===== config.mk =====
export PLATFORM = sky130hd
export DESIGN_NAME = audio_channel_router
export DESIGN_NICKNAME = d
export VERILOG_FILES = /design/src/rtl/acr_pkg.sv /design/src/rtl/acr_ram.sv /design/src/rtl/acr_cfg.sv /design/src/rtl/acr_drain.sv /design/src/rtl/audio_channel_router.sv
export SDC_FILE = /design/constraint.sdc
export NUM_CORES = 1
export LEC_CHECK = 0
export BUFFER_PORTS_ARGS = -buffer_cell sky130_fd_sc_hd__clkbuf_2
export CAP_MARGIN = 20
export CORE_UTILIZATION = 40
export CTS_CLUSTER_DIAMETER = 80
export CTS_CLUSTER_SIZE = 25
export DETAILED_ROUTE_END_ITERATION = 7
export SLEW_MARGIN = 30
export SYNTH_ARGS = -nofsm -noshare
export SYNTH_HDL_FRONTEND = slang
export SYNTH_HIERARCHICAL = 1
export SYNTH_SLANG_ARGS = --single-unit

===== constraint.sdc =====
create_clock -name clk -period 6.65 [get_ports clk]
set_input_delay 0.665 -clock clk [delete_from_list [all_inputs] [get_ports clk]]
set_output_delay 0.665 -clock clk [all_outputs]
set_load 0.05 [all_outputs]

===== src/rtl/acr_pkg.sv =====
// Package: constants, types and routing functions of the audio channel router.
`default_nettype none
package acr_pkg;
	localparam int MAX_CHANNELS = 8;
	localparam int SAMPLE_WIDTH = 32;
	localparam int CH_W = $clog2(MAX_CHANNELS);
	localparam int CNT_W = $clog2(MAX_CHANNELS + 1);
	localparam int REG_W = 4;
	localparam int PAIRS = 8;
	localparam int FIELD_W = 3;
	localparam int ROUTE_W = PAIRS * FIELD_W;
	localparam int ADDR_W = 5;
	localparam int DATA_W = 32;
	localparam int RAM_DEPTH = 2 * MAX_CHANNELS;
	localparam int RAM_AW = $clog2(RAM_DEPTH);
	localparam int TDATA_W = ((SAMPLE_WIDTH + 7) / 8) * 8;

	typedef enum logic [2:0] {
		REG_IN_CH    = 3'd0,
		REG_OUT_CH   = 3'd1,
		REG_PAIR_CNT = 3'd2,
		REG_FROM     = 3'd3,
		REG_TO       = 3'd4
	} reg_idx_t;

	localparam logic [REG_W-1:0] IN_CH_RST = 4'd2;
	localparam logic [REG_W-1:0] OUT_CH_RST = 4'd2;
	localparam logic [REG_W-1:0] PAIR_CNT_RST = 4'd2;
	localparam logic [ROUTE_W-1:0] ROUTE_RST = 24'hFAC688;

	typedef struct packed {
		logic [REG_W-1:0]   in_ch;
		logic [REG_W-1:0]   out_ch;
		logic [REG_W-1:0]   pair_cnt;
		logic [ROUTE_W-1:0] from;
		logic [ROUTE_W-1:0] to;
	} cfg_t;

	typedef struct packed {
		logic pend;
		logic bank;
	} frm_t;

	typedef struct packed {
		logic            hit;
		logic [CH_W-1:0] src;
	} src_t;

	function automatic logic [CNT_W-1:0] clamp_ch(input logic [REG_W-1:0] v);
		logic [CNT_W-1:0] r;
		if (v == '0)
			r = CNT_W'(1);
		else if (32'(v) > MAX_CHANNELS)
			r = CNT_W'(MAX_CHANNELS);
		else
			r = CNT_W'(v);
		return r;
	endfunction

	function automatic logic route_ok(input cfg_t c);
		logic             ok;
		logic [CNT_W-1:0] nin;
		logic [CNT_W-1:0] nout;
		logic [FIELD_W-1:0] f;
		logic [FIELD_W-1:0] t;
		nin = clamp_ch(c.in_ch);
		nout = clamp_ch(c.out_ch);
		ok = (c.pair_cnt != '0) && (32'(c.pair_cnt) <= MAX_CHANNELS);
		for (int i = 0; i < PAIRS; i++) begin
			f = c.from[i*FIELD_W +: FIELD_W];
			t = c.to[i*FIELD_W +: FIELD_W];
			if (32'(i) < 32'(c.pair_cnt)) begin
				if (32'(f) >= 32'(nin) || 32'(t) >= 32'(nout))
					ok = 1'b0;
			end
		end
		return ok;
	endfunction

	// last active pair that targets ch wins
	function automatic src_t route_src(input cfg_t c, input logic [CH_W-1:0] ch);
		src_t r;
		r = '0;
		for (int i = 0; i < PAIRS; i++) begin
			if (32'(i) < 32'(c.pair_cnt) &&
			    32'(c.to[i*FIELD_W +: FIELD_W]) == 32'(ch)) begin
				r.hit = 1'b1;
				r.src = CH_W'(c.from[i*FIELD_W +: FIELD_W]);
			end
		end
		return r;
	endfunction
endpackage
`default_nettype wire


===== src/rtl/acr_ram.sv =====
// Generic single-write, single-read RAM with registered read (read-first).
`default_nettype none
module acr_ram #(
	parameter int WIDTH = 32,
	parameter int DEPTH = 16
) (
	input  wire logic                     clk,
	input  wire logic                     we,
	input  wire logic [$clog2(DEPTH)-1:0] waddr,
	input  wire logic [WIDTH-1:0]         wdata,
	input  wire logic                     re,
	input  wire logic [$clog2(DEPTH)-1:0] raddr,
	output logic      [WIDTH-1:0]         rdata
);
	logic [WIDTH-1:0] mem_q [DEPTH];

	always_ff @(posedge clk) begin
		if (we)
			mem_q[waddr] <= wdata;
		if (re)
			rdata <= mem_q[raddr];
	end
endmodule
`default_nettype wire


===== src/rtl/acr_cfg.sv =====
// APB register file holding channel counts and routing pairs.
`default_nettype none
module acr_cfg (
	input  wire logic                        clk,
	input  wire logic                        arst_n,
	input  wire logic                        psel,
	input  wire logic                        penable,
	input  wire logic                        pwrite,
	input  wire logic [acr_pkg::ADDR_W-1:0]  paddr,
	input  wire logic [acr_pkg::DATA_W-1:0]  pwdata,
	output logic      [acr_pkg::DATA_W-1:0]  prdata,
	output logic                             pready,
	output acr_pkg::cfg_t                    cfg
);
	import acr_pkg::*;

	cfg_t     cfg_q;
	reg_idx_t idx;
	logic     wr;

	assign idx = reg_idx_t'(paddr[ADDR_W-1:2]);
	assign pready = 1'b1;
	assign wr = psel && penable && pwrite && pready;
	assign cfg = cfg_q;

	always_ff @(posedge clk or negedge arst_n) begin
		if (!arst_n) begin
			cfg_q.in_ch <= IN_CH_RST;
			cfg_q.out_ch <= OUT_CH_RST;
			cfg_q.pair_cnt <= PAIR_CNT_RST;
			cfg_q.from <= ROUTE_RST;
			cfg_q.to <= ROUTE_RST;
		end else if (wr) begin
			unique case (idx)
				REG_IN_CH:    cfg_q.in_ch <= pwdata[REG_W-1:0];
				REG_OUT_CH:   cfg_q.out_ch <= pwdata[REG_W-1:0];
				REG_PAIR_CNT: cfg_q.pair_cnt <= pwdata[REG_W-1:0];
				REG_FROM:     cfg_q.from <= pwdata[ROUTE_W-1:0];
				REG_TO:       cfg_q.to <= pwdata[ROUTE_W-1:0];
				default: ;
			endcase
		end
	end

	always_comb begin
		unique case (idx)
			REG_IN_CH:    prdata = DATA_W'(cfg_q.in_ch);
			REG_OUT_CH:   prdata = DATA_W'(cfg_q.out_ch);
			REG_PAIR_CNT: prdata = DATA_W'(cfg_q.pair_cnt);
			REG_FROM:     prdata = DATA_W'(cfg_q.from);
			REG_TO:       prdata = DATA_W'(cfg_q.to);
			default:      prdata = '0;
		endcase
	end
endmodule
`default_nettype wire


===== src/rtl/acr_drain.sv =====
// Output side: walks output channels of a finished frame, reads the routed
// sample from the frame RAM and presents it through an output register.
`default_nettype none
module acr_drain (
	input  wire logic                             clk,
	input  wire logic                             arst_n,
	input  wire acr_pkg::cfg_t                    cfg,
	input  wire acr_pkg::frm_t                    frm,
	output logic                                  take,
	output logic                                  rd_en,
	output logic      [acr_pkg::RAM_AW-1:0]       rd_addr,
	input  wire logic [acr_pkg::SAMPLE_WIDTH-1:0] rd_data,
	output logic                                  m_tvalid,
	input  wire logic                             m_tready,
	output logic      [acr_pkg::TDATA_W-1:0]      m_tdata,  // [31:0] out_sample
	output logic      [acr_pkg::CH_W:0]           m_tuser,  // [2:0] out_channel, [3] route_error
	output logic                                  m_tlast
);
	import acr_pkg::*;

	logic             act_q;
	logic             bank_q;
	logic [CH_W-1:0]  ch_q;
	logic [CNT_W-1:0] nout;
	logic             last_ch;
	logic             fin;
	logic             ok;
	src_t             sel;

	logic             v_s1;
	logic [CH_W-1:0]  ch_s1;
	logic             last_s1;
	logic             err_s1;
	logic             sil_s1;

	logic                    out_v_q;
	logic [SAMPLE_WIDTH-1:0] out_d_q;
	logic [CH_W-1:0]         out_ch_q;
	logic                    out_last_q;
	logic                    out_err_q;

	logic mv;
	logic s1_free;

	assign nout = clamp_ch(cfg.out_ch);
	assign ok = route_ok(cfg);
	assign sel = route_src(cfg, ch_q);
	assign last_ch = (CNT_W'(ch_q) + CNT_W'(1)) == nout;

	assign mv = v_s1 && (!out_v_q || m_tready);
	assign s1_free = !v_s1 || mv;
	assign rd_en = act_q && s1_free;
	assign rd_addr = {bank_q, sel.src};
	assign fin = rd_en && last_ch;
	assign take = frm.pend && (!act_q || fin);

	always_ff @(posedge clk or negedge arst_n) begin
		if (!arst_n) begin
			act_q <= 1'b0;
			bank_q <= 1'b0;
			ch_q <= '0;
		end else if (take) begin
			act_q <= 1'b1;
			bank_q <= frm.bank;
			ch_q <= '0;
		end else if (fin) begin
			act_q <= 1'b0;
		end else if (rd_en) begin
			ch_q <= ch_q + CH_W'(1);
		end
	end

	always_ff @(posedge clk or negedge arst_n) begin
		if (!arst_n)
			v_s1 <= 1'b0;
		else if (rd_en)
			v_s1 <= 1'b1;
		else if (mv)
			v_s1 <= 1'b0;
	end

	always_ff @(posedge clk) begin
		if (rd_en) begin
			ch_s1 <= ch_q;
			last_s1 <= last_ch;
			err_s1 <= !ok;
			sil_s1 <= !ok || !sel.hit;
		end
	end

	always_ff @(posedge clk or negedge arst_n) begin
		if (!arst_n)
			out_v_q <= 1'b0;
		else if (mv)
			out_v_q <= 1'b1;
		else if (m_tready)
			out_v_q <= 1'b0;
	end

	always_ff @(posedge clk) begin
		if (mv) begin
			out_d_q <= sil_s1 ? '0 : rd_data;
			out_ch_q <= ch_s1;
			out_last_q <= last_s1;
			out_err_q <= err_s1;
		end
	end

	assign m_tvalid = out_v_q;
	assign m_tdata = TDATA_W'(out_d_q);
	assign m_tuser = {out_err_q, out_ch_q};
	assign m_tlast = out_last_q;
endmodule
`default_nettype wire


===== src/rtl/audio_channel_router.sv =====
// Top level of the audio channel router: frame collection and block wiring.
//
// Interleaved samples enter on the s_ stream, one per cycle, and are written
// into a two-bank 16 x 32 frame RAM. When a frame of in_channels samples is
// complete, its bank is handed to the output side, which emits out_channels
// routed samples on the m_ stream, one per cycle unless m_tready stalls it,
// while the next frame fills the other bank. A routed sample passes from the
// RAM read register through the output register. Input stalls only when a
// second frame is finished while the previous one is still draining, i.e.
// sustained rate is one sample per cycle as long as out_channels <=
// in_channels and m_tready is high, else it is bound by the single RAM read
// port. s_tlast ends a buffer: a partial frame is dropped. Registers are
// written through APB and should only change while the block is idle.
`default_nettype none
module audio_channel_router (
	input  wire logic                             clk,
	input  wire logic                             arst_n,
	input  wire logic                             psel,
	input  wire logic                             penable,
	input  wire logic                             pwrite,
	input  wire logic [acr_pkg::ADDR_W-1:0]       paddr,
	input  wire logic [acr_pkg::DATA_W-1:0]       pwdata,
	output logic      [acr_pkg::DATA_W-1:0]       prdata,
	output logic                                  pready,
	input  wire logic                             s_tvalid,
	output logic                                  s_tready,
	input  wire logic [acr_pkg::TDATA_W-1:0]      s_tdata,  // [31:0] sample
	input  wire logic                             s_tlast,  // block_end
	output logic                                  m_tvalid,
	input  wire logic                             m_tready,
	output logic      [acr_pkg::TDATA_W-1:0]      m_tdata,  // [31:0] out_sample
	output logic      [acr_pkg::CH_W:0]           m_tuser,  // [2:0] out_channel, [3] route_error
	output logic                                  m_tlast
);
	import acr_pkg::*;

	cfg_t cfg;
	frm_t frm;
	logic take;

	logic             wbank_q;
	logic [CH_W-1:0]  pos_q;
	logic             pend_q;
	logic             pbank_q;
	logic             acc;
	logic             done;
	logic [CNT_W-1:0] nin;

	logic                    rd_en;
	logic [RAM_AW-1:0]       rd_addr;
	logic [SAMPLE_WIDTH-1:0] rd_data;

	acr_cfg u_cfg (
		.clk(clk),
		.arst_n(arst_n),
		.psel(psel),
		.penable(penable),
		.pwrite(pwrite),
		.paddr(paddr),
		.pwdata(pwdata),
		.prdata(prdata),
		.pready(pready),
		.cfg(cfg)
	);

	assign nin = clamp_ch(cfg.in_ch);
	// while a finished frame waits, the write bank is the one being drained
	assign s_tready = !pend_q || take;
	assign acc = s_tvalid && s_tready;
	assign done = (CNT_W'(pos_q) + CNT_W'(1)) >= nin;

	always_ff @(posedge clk or negedge arst_n) begin
		if (!arst_n) begin
			wbank_q <= 1'b0;
			pos_q <= '0;
			pend_q <= 1'b0;
			pbank_q <= 1'b0;
		end else begin
			if (acc) begin
				if (done) begin
					pos_q <= '0;
					wbank_q <= !wbank_q;
				end else if (s_tlast) begin
					pos_q <= '0;
				end else begin
					pos_q <= pos_q + CH_W'(1);
				end
			end
			if (acc && done) begin
				pend_q <= 1'b1;
				pbank_q <= wbank_q;
			end else if (take) begin
				pend_q <= 1'b0;
			end
		end
	end

	assign frm.pend = pend_q;
	assign frm.bank = pbank_q;

	acr_ram #(
		.WIDTH(SAMPLE_WIDTH),
		.DEPTH(RAM_DEPTH)
	) u_ram (
		.clk(clk),
		.we(acc),
		.waddr({wbank_q, pos_q}),
		.wdata(s_tdata[SAMPLE_WIDTH-1:0]),
		.re(rd_en),
		.raddr(rd_addr),
		.rdata(rd_data)
	);

	acr_drain u_drain (
		.clk(clk),
		.arst_n(arst_n),
		.cfg(cfg),
		.frm(frm),
		.take(take),
		.rd_en(rd_en),
		.rd_addr(rd_addr),
		.rd_data(rd_data),
		.m_tvalid(m_tvalid),
		.m_tready(m_tready),
		.m_tdata(m_tdata),
		.m_tuser(m_tuser),
		.m_tlast(m_tlast)
	);
endmodule
`default_nettype wire


==> run_results.csv <==
group,metric,value,unit
run_status,outcome,"completed",
layout,final_common_cell,"edfxtp_1",
logic_synthesis,synth-edff-count,587,
floorplanning,core_area,67400,sq um
logic_synthesis,yosysSeqAreaShare,71.4,%
sta,skew,37.0,ps
drt,postRouteAntennaNets,0,
layout,n_fill_cell,5722,
placement,place.gp.congestion,0.819,
grt,grt_pass1_wl,91.3,mm
placement,io_buffer_count,129,
layout,final_nets,1714,
drt,vias,13700,
logic_synthesis,synth.top_cell.area_share,64.5,%
sta,setup_violations,0,
clock_network,clk_latency,590,ps
layout,post_route_cells_drive_above_1_share,29.8,%
sta,maxSlewHeadroom,34.9,%
clock_network,post_cts_buffers,0,
logic_synthesis,ys.flop_type,"edfxtp_1",
critical_path,crit_arrival,5140,ps
layout,synthToLayoutAreaGrowth,10.3,%
drt,routed_via_density,5.54,
grt,grt_use_total,17.7,%
sta,timing.setup.tns,0,ps
logic_synthesis,netlist_instances,1458,
critical_path,start_kind,"flip-flop",
drt,drtIter0Drc,1253,
logic_synthesis,synth_largest_area_cell,"edfxtp_1",
sta,fmaxAchievable,205,MHz
sta,drv_slew,0,
placement,post-dp-hpwl,35.7,mm
sta,hold_viol,0,
run,maxCapViolCount,0,
layout,layout_common_cells,"587 x edfxtp_1, 128 x clkbuf_2, 128 x mux4_2, 68 x a22oi_1, 63 x nand2_1",
clock_network,clkTransAtPathRegs,90,ps
logic_synthesis,yosys_warnings,6,
hold_path,hp-class,"input port to async pin",
grt,grt_max_degree,129,
floorplanning,die_h,263,um
logic_synthesis,syn_area,27300,sq um
grt,grt-ovfl-total,0,
clock_network,cts_hold_buf,0,
logic_synthesis,ys_ff_latch,660,
sta,min_period,4890,ps
floorplanning,num_rows,95,
clock_network,htreeDepth,2,
power,p_total,11.9,mW
logic_synthesis,synth.avg_cell_area,18.7,sq um
grt,grt_pass1_vias,14200,
logic_synthesis,ys_types,75,
clock_network,cts_buffers,36,
drt,wl_per_cell,24.4,um
critical_path,cp_max_fo,20,
critical_path,crit_required,6910,ps
floorplanning,die_area,69300,sq um
logic_synthesis,yosys-top-cells-area,"edfxtp_1 65%, mux4_2 11%, dfrtp_1 4.2%",
sta,worstMarginPinSlew,974,ps
layout,multi_input_area,7440,sq um
floorplanning,die_x,263,um
sta,rsz0062_at_grt,"no",
clock_network,cts_sinks,660,
sta,post-route-period-util,73.5,%
clock_network,root_buffer,"clkbuf_16",
floorplanning,initial_core_util,40.5,%
power,power.leakage,10.2,nW
layout,fin_area,30100,sq um
grt,antenna_found_initial,1,
clock_network,clk_path_buf_depth,3,
drt,drc,0,
clock_network,cts-resized-gates,0,
layout,seq_area,19500,sq um
power,peakVddDrop,417,uV
power,cellPowerDensity,394,nW/um^2
clock_network,cts_tree,"yes",
logic_synthesis,async_flop_share,11.1,%
critical_path,path_class,"flip-flop to flip-flop",
drt,routed_wl,60.3,mm
critical_path,reg2reg_setup_slack,1760,ps
drt,firstDrtPassIters,5,
floorplanning,ios,149,
critical_path,end_kind,"flip-flop",
placement,placed_cell_area,29000,sq um
## cell usage after synthesis, types with 4 or more instances
| cell type | number |
|---|---|
| buf_1 | 10 |
| nor2b_1 | 39 |
| a211o_1 | 4 |
| mux2_4 | 21 |
| a22oi_1 | 68 |
| a21oi_1 | 20 |
| edfxtp_1 | 587 |
| dfrtp_1 | 46 |
| a22o_1 | 20 |
| nor4_1 | 5 |
| nand3_1 | 7 |
| buf_4 | 25 |
| nand3b_1 | 4 |
| nand2_1 | 63 |
| mux2_2 | 44 |
| ha_1 | 54 |
| inv_1 | 29 |
| and3_1 | 4 |
| nand2b_1 | 18 |
| dfstp_2 | 27 |
| nor3b_1 | 8 |
| and2_1 | 5 |
| o22ai_1 | 6 |
| a31oi_1 | 5 |
| nor3_1 | 9 |
| buf_2 | 14 |
| o21ai_0 | 8 |
| xnor2_1 | 9 |
| a21o_1 | 14 |
| mux4_2 | 128 |
| xor2_1 | 19 |
| nor2_1 | 47 |
| clkbuf_1 | 27 |
## cells by family after synthesis
kind of cell | Yosys count | synth area share, %
AO/OA/AOI/OAI | 175 | 4.79
XOR/XNOR | 28 | 0.898
adder cells (fa/ha/maj) | 54 | 2.47
buffers and inverters | 110 | 2.12
flip-flops | 660 | 71.4
multiplexers | 194 | 13.6
other | 2 | 0.0275
AND/OR/NAND/NOR | 235 | 4.76
## metal layers
metal  vias to the layer above  track usage (%)  share of wire (%)
met2                       298             30.1                 50
met1                      7253             24.1                 44
met3                        69             2.36                4.1
met4                         2             4.16                1.7
met5                         -                0              0.015
li1                       6047                -                  -
## worst max-delay path: stages, from the launching register on
cell	delay (ps)
dfrtp_1	890
ha_1	420
xnor2_1	170
nand3b_1	120
a31oi_1	230
o22ai_1	220
o21ai_1	250
and2_1	150
nand2b_2	140
nand2_2	110
inv_1	160
or3b_2	600
nor2_4	690
buf_4	400
## layout make-up
cell class                      count  share of cell area, %
Clock inverter                     12                  0.552
Antenna cell                        1                0.00831
Multi-Input combinational cell    695                   24.7
Timing Repair Buffer              161                   3.08
Inverter                           29                  0.361
Sequential cell                   660                   64.7
Clock buffer                       38                   3.01
Tap cell                          873                   3.63
## registers in the layout, summed over array words and instances (netlist names), 3 cells and up
register          flops
u_drain/out_ch_q      3
u_drain/ch_q          3
u_drain/m_tdata      32
u_ram/mem_q         512
pos_q                 3
u_ram/rdata          32
u_cfg/cfg            60
u_drain/ch_s1         3
## report_power, final
group	total [mW]	internal, mW	switching, mW	leakage (nW)
Combinational	4.30	2.07	2.22	3.44
Sequential	5.21	4.94	0.274	6.20
Clock	2.37	1.03	1.34	0.521
## through the flow
step / hold slack (ps) / util [%] / setup WS [ps] / std cells
final: 219 / 44.7 / 1760 / 2469
after global routing: 252 / 44.7 / 1480 / 2468
after CTS: 292 / 44.7 / 1760 / 2468
after detailed placement: 406 / 43.1 / 1790 / 2418
after global placement: 403 / 43.1 / 1780 / 2418
after floorplan: 369 / - / 1210 / 1465
## worst paths after layout
check	from	end	cells after the start
max reg2reg	u_drain/ch_q[0]	u_ram/mem_q[2][5]	13
min reg2reg	u_drain/ch_s1[2]	u_drain/out_ch_q[2]	0
max in group asynchronous	arst_n	u_cfg/cfg[16]	2
min	arst_n	u_cfg/cfg[32]	2
min in group clk	pwdata[15]	u_cfg/cfg[15]	2
max	u_drain/ch_q[0]	u_ram/mem_q[2][5]	13
No activity file was read; power rests on OpenSTA's default activity.
